===== config.mk =====
export PLATFORM = sky130hd
export DESIGN_NAME = insertion_sorter_top
export DESIGN_NICKNAME = d
export VERILOG_FILES = /design/src/rtl/isort_pkg.sv /design/src/rtl/isort_ctrl.sv /design/src/rtl/isort_dp.sv /design/src/rtl/insertion_sorter_top.sv
export SDC_FILE = /design/constraint.sdc
export NUM_CORES = 2
export LEC_CHECK = 0
export ABC_AREA = 1
export BUFFER_PORTS_ARGS = -buffer_cell sky130_fd_sc_hd__buf_4
export CORE_AREA = 2 2 260 262
export DETAILED_ROUTE_END_ITERATION = 7
export DIE_AREA = 0 0 262 264
export PLACE_DENSITY = 0.82
export SYNTH_ARGS = -nofsm -noshare
export SYNTH_HDL_FRONTEND = slang
export SYNTH_SLANG_ARGS = --single-unit

===== constraint.sdc =====
create_clock -name clk -period 4.7 [get_ports clk]
set_input_delay 0.47 -clock clk [delete_from_list [all_inputs] [get_ports clk]]
set_output_delay 0.47 -clock clk [all_outputs]
set_load 0.02 [all_outputs]

===== src/rtl/isort_pkg.sv =====
// ----------------------------------------------------------------------------
// isort_pkg
// shared types and constants for the insertion sorter
// ----------------------------------------------------------------------------
package isort_pkg;

    localparam int DATA_W = 32;

    typedef logic signed [DATA_W-1:0] data_t;

    // controller states
    typedef enum logic {
        ST_LOAD = 1'b0,
        ST_EMIT = 1'b1
    } isort_state_t;

    // controller to datapath
    typedef struct packed {
        logic insert;   // accept one word into the cell row
        logic pop;      // shift the row down by one, head word consumed
    } isort_cmd_t;

    // datapath to controller
    typedef struct packed {
        logic last_entry;   // head word is the final one of the set
    } isort_status_t;

endpackage


===== src/rtl/isort_ctrl.sv =====
// ----------------------------------------------------------------------------
// isort_ctrl
// load / emit sequencer and handshake control
// ----------------------------------------------------------------------------
module isort_ctrl (
    input  logic                     clk,
    input  logic                     rst_n,
    input  logic                     in_valid,
    input  logic                     set_end,
    input  logic                     out_ready,
    input  isort_pkg::isort_status_t status,
    output logic                     in_ready,
    output logic                     out_valid,
    output isort_pkg::isort_cmd_t    cmd
);
    import isort_pkg::*;

    isort_state_t state_reg;
    isort_state_t state_next;

    always_ff @(posedge clk or negedge rst_n)
    begin
        if (!rst_n)
        begin
            state_reg <= ST_LOAD;
        end
        else
        begin
            state_reg <= state_next;
        end
    end

    // next state
    always_comb
    begin
        state_next = state_reg;
        case (state_reg)
            ST_LOAD:
            begin
                if (in_valid && set_end)
                begin
                    state_next = ST_EMIT;
                end
            end
            ST_EMIT:
            begin
                if (out_ready && status.last_entry)
                begin
                    state_next = ST_LOAD;
                end
            end
            default:
            begin
                state_next = ST_LOAD;
            end
        endcase
    end

    // outputs
    always_comb
    begin
        in_ready   = 1'b0;
        out_valid  = 1'b0;
        cmd.insert = 1'b0;
        cmd.pop    = 1'b0;
        case (state_reg)
            ST_LOAD:
            begin
                in_ready   = 1'b1;
                cmd.insert = in_valid;
            end
            ST_EMIT:
            begin
                out_valid = 1'b1;
                cmd.pop   = out_ready;
            end
            default:
            begin
                in_ready = 1'b0;
            end
        endcase
    end

endmodule


===== src/rtl/isort_dp.sv =====
// ----------------------------------------------------------------------------
// isort_dp
// row of compare-and-shift cells with fill count and overflow flag
// ----------------------------------------------------------------------------
module isort_dp #(
    parameter int CAPACITY = 16
) (
    input  logic                     clk,
    input  logic                     rst_n,
    input  isort_pkg::isort_cmd_t    cmd,
    input  isort_pkg::data_t         value,
    output isort_pkg::isort_status_t status,
    output isort_pkg::data_t         sorted_value,
    output logic                     final_result,
    output logic                     dropped
);
    import isort_pkg::*;

    localparam int CNT_W = $clog2(CAPACITY + 1);
    localparam logic [CNT_W-1:0] CNT_FULL = CNT_W'(CAPACITY);
    localparam logic [CNT_W-1:0] CNT_ONE  = CNT_W'(1);

    data_t            cell_reg  [CAPACITY];
    data_t            cell_next [CAPACITY];
    logic             above     [CAPACITY];
    logic [CNT_W-1:0] count_reg;
    logic [CNT_W-1:0] count_next;
    logic             ovf_reg;
    logic             ovf_next;
    logic             full;

    assign full = (count_reg == CNT_FULL);

    // each cell: empty or holding a larger word means the new word lands at or below it
    always_comb
    begin
        for (int i = 0; i < CAPACITY; i++)
        begin
            above[i] = (CNT_W'(i) >= count_reg) || (cell_reg[i] > value);
        end
    end

    always_comb
    begin
        for (int i = 0; i < CAPACITY; i++)
        begin
            cell_next[i] = cell_reg[i];
            if (cmd.pop)
            begin
                if (i < CAPACITY - 1)
                begin
                    cell_next[i] = cell_reg[(i < CAPACITY - 1) ? i + 1 : i];
                end
            end
            else if (cmd.insert && !full && above[i])
            begin
                if (i > 0 && above[(i > 0) ? i - 1 : 0])
                begin
                    cell_next[i] = cell_reg[(i > 0) ? i - 1 : 0];
                end
                else
                begin
                    cell_next[i] = value;
                end
            end
        end
    end

    always_comb
    begin
        count_next = count_reg;
        ovf_next   = ovf_reg;
        if (cmd.pop)
        begin
            count_next = count_reg - CNT_ONE;
            if (count_reg == CNT_ONE)
            begin
                ovf_next = 1'b0;
            end
        end
        else if (cmd.insert)
        begin
            if (full)
            begin
                ovf_next = 1'b1;
            end
            else
            begin
                count_next = count_reg + CNT_ONE;
            end
        end
    end

    always_ff @(posedge clk or negedge rst_n)
    begin
        if (!rst_n)
        begin
            count_reg <= '0;
            ovf_reg   <= 1'b0;
        end
        else
        begin
            count_reg <= count_next;
            ovf_reg   <= ovf_next;
        end
    end

    always_ff @(posedge clk)
    begin
        for (int i = 0; i < CAPACITY; i++)
        begin
            cell_reg[i] <= cell_next[i];
        end
    end

    assign sorted_value      = cell_reg[0];
    assign final_result      = (count_reg == CNT_ONE);
    assign dropped           = ovf_reg;
    assign status.last_entry = (count_reg == CNT_ONE);

endmodule


===== src/rtl/insertion_sorter_top.sv =====
// ----------------------------------------------------------------------------
// insertion_sorter_top
// streaming insertion sorter for signed 32-bit words
// ----------------------------------------------------------------------------
//
//  channel   dir   handshake            payload
//  -------   ---   ------------------   ------------------------------------
//  input     in    in_valid/in_ready    value[31:0], set_end
//  output    out   out_valid/out_ready  sorted_value[31:0], final_result,
//                                       dropped
//
//  loading takes words back to back: every cell compares its word with the
//  incoming one in parallel and shifts up or captures in the same edge
//  emission gives one word per cycle while out_ready is high, taken from the
//  head cell while the row shifts down; input is held off during emission
//  reset clears the fill count, overflow flag and controller; cells need none
//  a stall on the output simply holds the head cell and the row
//
module insertion_sorter_top #(
    parameter int CAPACITY = 16
) (
    input  logic                    clk,
    input  logic                    rst_n,
    // input channel
    input  logic                    in_valid,
    output logic                    in_ready,
    input  logic signed [31:0]      value,
    input  logic                    set_end,
    // output channel
    output logic                    out_valid,
    input  logic                    out_ready,
    output logic signed [31:0]      sorted_value,
    output logic                    final_result,
    output logic                    dropped
);
    import isort_pkg::*;

    isort_cmd_t    cmd;
    isort_status_t status;

    // sequencer: load state accepts words, emit state drains the set
    isort_ctrl u_ctrl (
        .clk       (clk),
        .rst_n     (rst_n),
        .in_valid  (in_valid),
        .set_end   (set_end),
        .out_ready (out_ready),
        .status    (status),
        .in_ready  (in_ready),
        .out_valid (out_valid),
        .cmd       (cmd)
    );

    // cell row holds the set in ascending order, head at cell zero
    isort_dp #(
        .CAPACITY (CAPACITY)
    ) u_dp (
        .clk          (clk),
        .rst_n        (rst_n),
        .cmd          (cmd),
        .value        (value),
        .status       (status),
        .sorted_value (sorted_value),
        .final_result (final_result),
        .dropped      (dropped)
    );

endmodule


==> results.md <==
- The worst endpoint data arrival time is 3.77 ns.
- The maximum number of buffers from clock root to sink is 3.
- The via count of the first global-routing pass is 36900.
- Clock tree synthesis inserted a total of 59 buffers.
- The post-route minimum period is 3.49 ns.
- The initial antenna violation count is 1.
- The worst hold path belongs to the class primary input to register.
- The final total negative setup slack is 0 ns.
- After clock tree synthesis, the clock-pin slew on the worst setup and hold paths is 0.06 ns.
- The biggest area contributor in the post-synthesis netlist is sky130_fd_sc_hd__edfxtp_1.
- The tool flagged a number of max-cap violations equal to 0.
- The first global-routing pass estimated 208000 microns of wire.
- At the end of the flow, the number of nets in the layout was 6098.
- The worst setup path is captured at a register.
- The placeable core region is 0.0666 sq mm.
- The cell area reported after detailed placement is 0.0440 sq mm.
- In this run, distinct cell masters in the synthesized netlist total 41.
- The number of cell rows is 95.
- The mean instance size in the synthesized netlist is 7.69 sq um.
- The synthesized instance count is 5574.
- The final standard cell area without fillers is 0.0459 sq mm.
- The critical path's largest stage delay is 0.48 ns.
- The pre-antenna-repair detailed-routing pass consisted of 8 iterations.
- The number of cells traversed by the worst register-to-register path is 12.
- The total overflow left after global routing is 0.
- In the global route stage, overall resource usage came out at 38.4%.
- The die span in x is 262 microns.
- By area the synthesized netlist is led by sky130_fd_sc_hd__edfxtp_1 (36%), sky130_fd_sc_hd__nand2_1 (17%), sky130_fd_sc_hd__ha_1 (15%), sky130_fd_sc_hd__nand3_1 (11%), sky130_fd_sc_hd__inv_1 (5.3%).
- Headroom to the max-slew limit came out at 18.7%.
- The critical path runs through a total of 12 cells.
- The sequential cell area fraction in the yosys report is 36.3%.
- The number of H-tree branching levels is 2.
- Once layout is complete, the cells apart from fillers number 6467.
- The HPWL after detailed placement is 97000 microns.
- The element type at the critical path start is a register.
- The register-to-register setup slack is 1.21 ns.
- The worst hold path passes through 2 cells.
- Once placement completed, the tool counted placed cells totaling 6355.
- The register bit count reported by yosys is 519.
- The TritonCTS clock tree is yes.
- Of all nets on the critical path, the largest fanout is 33.
- The run finished, with violations left.
- The root buffer cell chosen for the clock tree is sky130_fd_sc_hd__clkbuf_16.
- The signal on the critical path passes through ha_1 > nand2_1 > nor2_2 > nand2_2 > nor4_4 > nand2_1 > nand3_1 > nand3_4 > nand2_4 > nand2_1 > nand2_1 > buf_4.
- In this design, the critical path's most frequently occurring cell is sky130_fd_sc_hd__nand2_1.
- For this configuration, the core starts out at a cell density of 64.4%.
- VDD sags by at most 582 uV.
- The top-level I/O count is 73.
- Counting both buffers and inverters, the worst setup path holds a total of 1.
- The layout-stage area growth over the synthesis result is 7.19%.
- The violation count after the first detailed-route iteration is 5238.
- The number of vias per cell after detailed routing is 6.13.
- For this design, the slowest cell found on the critical path is sky130_fd_sc_hd__nand2_4.
- The sink count of the clock tree is 519.
- The post-synth net total is 6128.
- For this block, the via count after detailed routing is 39700.
- After synthesis, the largest area contributor takes up 35.9% of total cell area.
- The remaining routing DRC violations is 4.
- The final reports fail on DRC.
- The number of endpoints with negative hold slack in the final report is 0.
- The share of cells above drive strength 1 is 9.60%.
- Setup repair after global routing left no endpoint under its margin.
- The maximum operating frequency is 0.286 GHz.
- The maximum number of pins on one net before global-route repair is 215.
- The transition time of the tightest slew-check pin is 1.22 ns.
- The number of slew-limit violations in the final report came to 0.
- The kind of cell with the highest combined delay along the critical path is simple AND/OR/NAND/NOR gates.
- At the later pin of the worst-skew pair, clock insertion delay measures 0.65 ns.
- Setup violations remaining at the end of the flow were counted as 0.
- The number of buffers inserted by post-CTS setup repair is 0.
- The antenna violation net count after detailed routing is 0.
- Input and output buffers added on the ports amount to 72.
- After detailed routing, the total wire length is 134000 microns.
- The register with the most flip-flops in the layout has 512 of them.
- The cell leakage power is 23.4 nW.
- Measured along the y axis, the die boundary spans 264 microns.
- In the final routed layout, each cell accounts on average for 20.7 microns.
- The worst-case clock skew is 0.0194 ns.
- The critical path is of the register to register type.
- The required time at the worst-slack endpoint is 4.98 ns.
- Dividing the final minimum period by the clock period gives 74.3%.
- For this design the ratio of total power to cell area is 796 mW/mm^2.
- The mapped netlist covers 0.0428 sq mm.
- During synthesis, Yosys emitted a total of 0 warnings.
- The die footprint is 0.0692 sq mm.
- The final weighted congestion of routability-driven global placement is 0.983.
- Buffers inserted to repair hold after CTS numbered 1.
- Post-CTS repair changed the size of 0 cells.
cell usage after synthesis, drive strengths merged:
| library cell | count |
|---|---|
| nor2 | 148 |
| nand3b | 4 |
| nor4 | 14 |
| a31oi | 1 |
| xor2 | 4 |
| nor3b | 1 |
| clkbuf | 166 |
| o21bai | 2 |
| a21o | 8 |
| dfrtp | 7 |
| edfxtp | 512 |
| inv | 618 |
| a211oi | 1 |
| o41ai | 1 |
| nor3 | 10 |
| o21ai | 99 |
| ha | 517 |
| nand4 | 33 |
| nand3 | 977 |
| o211ai | 2 |
| nand2 | 2036 |
| buf | 145 |
| o31ai | 2 |
| a22o | 1 |
| o21a | 23 |
| a21oi | 242 |
area by class of cell:
| class | count | area, sq um |
|---|---|---|
| sequential | 519 | 15500 |
| multi-input combinational | 4126 | 23300 |
| fill | 5380 | 20600 |
| tap | 873 | 1090 |
| antenna | 1 | 2.50 |
| clock buffer | 76 | 1610 |
| inverter | 618 | 2330 |
| clock inverter | 34 | 313 |
| timing repair buffer | 220 | 1750 |
metrics by stage:
stage | power (mW) | util (%) | hold slack (ns) | worst slack (ns)
2_1_floorplan | 25.8 | - | 0.174 | 0.292
6_report | 36.5 | 69.0 | 0.0699 | 1.21
4_1_cts | 35.9 | 69.0 | 0.0573 | 1.26
5_1_grt | 39.1 | 69.0 | 0.0676 | 1.06
3_3_place_gp | 30.3 | 66.1 | 0.314 | 0.677
3_5_place_dp | 31.0 | 66.1 | 0.315 | 0.729
cells in the final DEF, fill, tap and decap left out, types with 8 or more instances in the layout:
| cell | n |
|---|---|
| sky130_fd_sc_hd__nand2_1 | 1914 |
| sky130_fd_sc_hd__nand3_1 | 903 |
| sky130_fd_sc_hd__inv_1 | 609 |
| sky130_fd_sc_hd__ha_1 | 517 |
| sky130_fd_sc_hd__edfxtp_1 | 512 |
| sky130_fd_sc_hd__a21oi_1 | 240 |
| sky130_fd_sc_hd__buf_4 | 211 |
| sky130_fd_sc_hd__nor2_1 | 140 |
| sky130_fd_sc_hd__o21ai_0 | 89 |
| sky130_fd_sc_hd__nand2_4 | 69 |
| sky130_fd_sc_hd__nand3_2 | 69 |
| sky130_fd_sc_hd__clkbuf_16 | 61 |
| sky130_fd_sc_hd__nand2_2 | 53 |
| sky130_fd_sc_hd__nand4_1 | 33 |
| sky130_fd_sc_hd__o21a_1 | 23 |
| sky130_fd_sc_hd__clkinv_1 | 16 |
| sky130_fd_sc_hd__clkbuf_1 | 12 |
| sky130_fd_sc_hd__nor3_1 | 10 |
| sky130_fd_sc_hd__nor4_2 | 9 |
| sky130_fd_sc_hd__inv_2 | 8 |
| sky130_fd_sc_hd__a21o_1 | 8 |
| sky130_fd_sc_hd__clkinv_2 | 8 |
| sky130_fd_sc_hd__buf_12 | 8 |
path summary, 6_finish.rpt:
| path | end | start |
|---|---|---|
| setup / recovery | u_dp.cell_reg[3][25]$_DFFE_PP_ | u_dp.cell_reg[3][31]$_DFFE_PP_ |
| max in group asynchronous | u_ctrl.state_reg$_DFF_PN0_ | rst_n |
| hold / removal | u_ctrl.state_reg$_DFF_PN0_ | set_end |
| min in group asynchronous | u_dp.count_reg[2]$_DFFE_PN0P_ | rst_n |
| hold reg to reg | u_dp.dropped$_DFFE_PN0P_ | u_dp.dropped$_DFFE_PN0P_ |
| setup reg to reg | u_dp.cell_reg[3][25]$_DFFE_PP_ | u_dp.cell_reg[3][31]$_DFFE_PP_ |
cells by family after synthesis:
kind of cell / Yosys count / share of synthesized area (%)
buffers and inverters: 929 / 9.48
xor gates and xnor gates: 4 / 0.0818
adders and majority gates: 517 / 15.1
AOI/OAI and AO/OA: 382 / 4.83
DFF: 519 / 36.3
and+or+nand+nor: 3223 / 34.2
layer usage:
metal  vias up  part of all wire [%]  global-route usage, %
li1      18400                     -                      -
met1     18200                    39                   52.2
met2      2580                    43                   57.4
met3       441                    12                   7.49
met4         0                   6.6                   21.8
met5         -                     0                      0
report_power, final:
part | leakage (nW) | total [mW] | internal (mW) | switching [mW]
Sequential | 5.06 | 11.5 | 9.01 | 2.51
Clock | 0.937 | 4.73 | 2.73 | 2.00
Combinational | 17.4 | 20.3 | 6.49 | 13.8
Total | 23.4 | 36.5 | 18.2 | 18.3
Power figures use the tool's default switching activity.
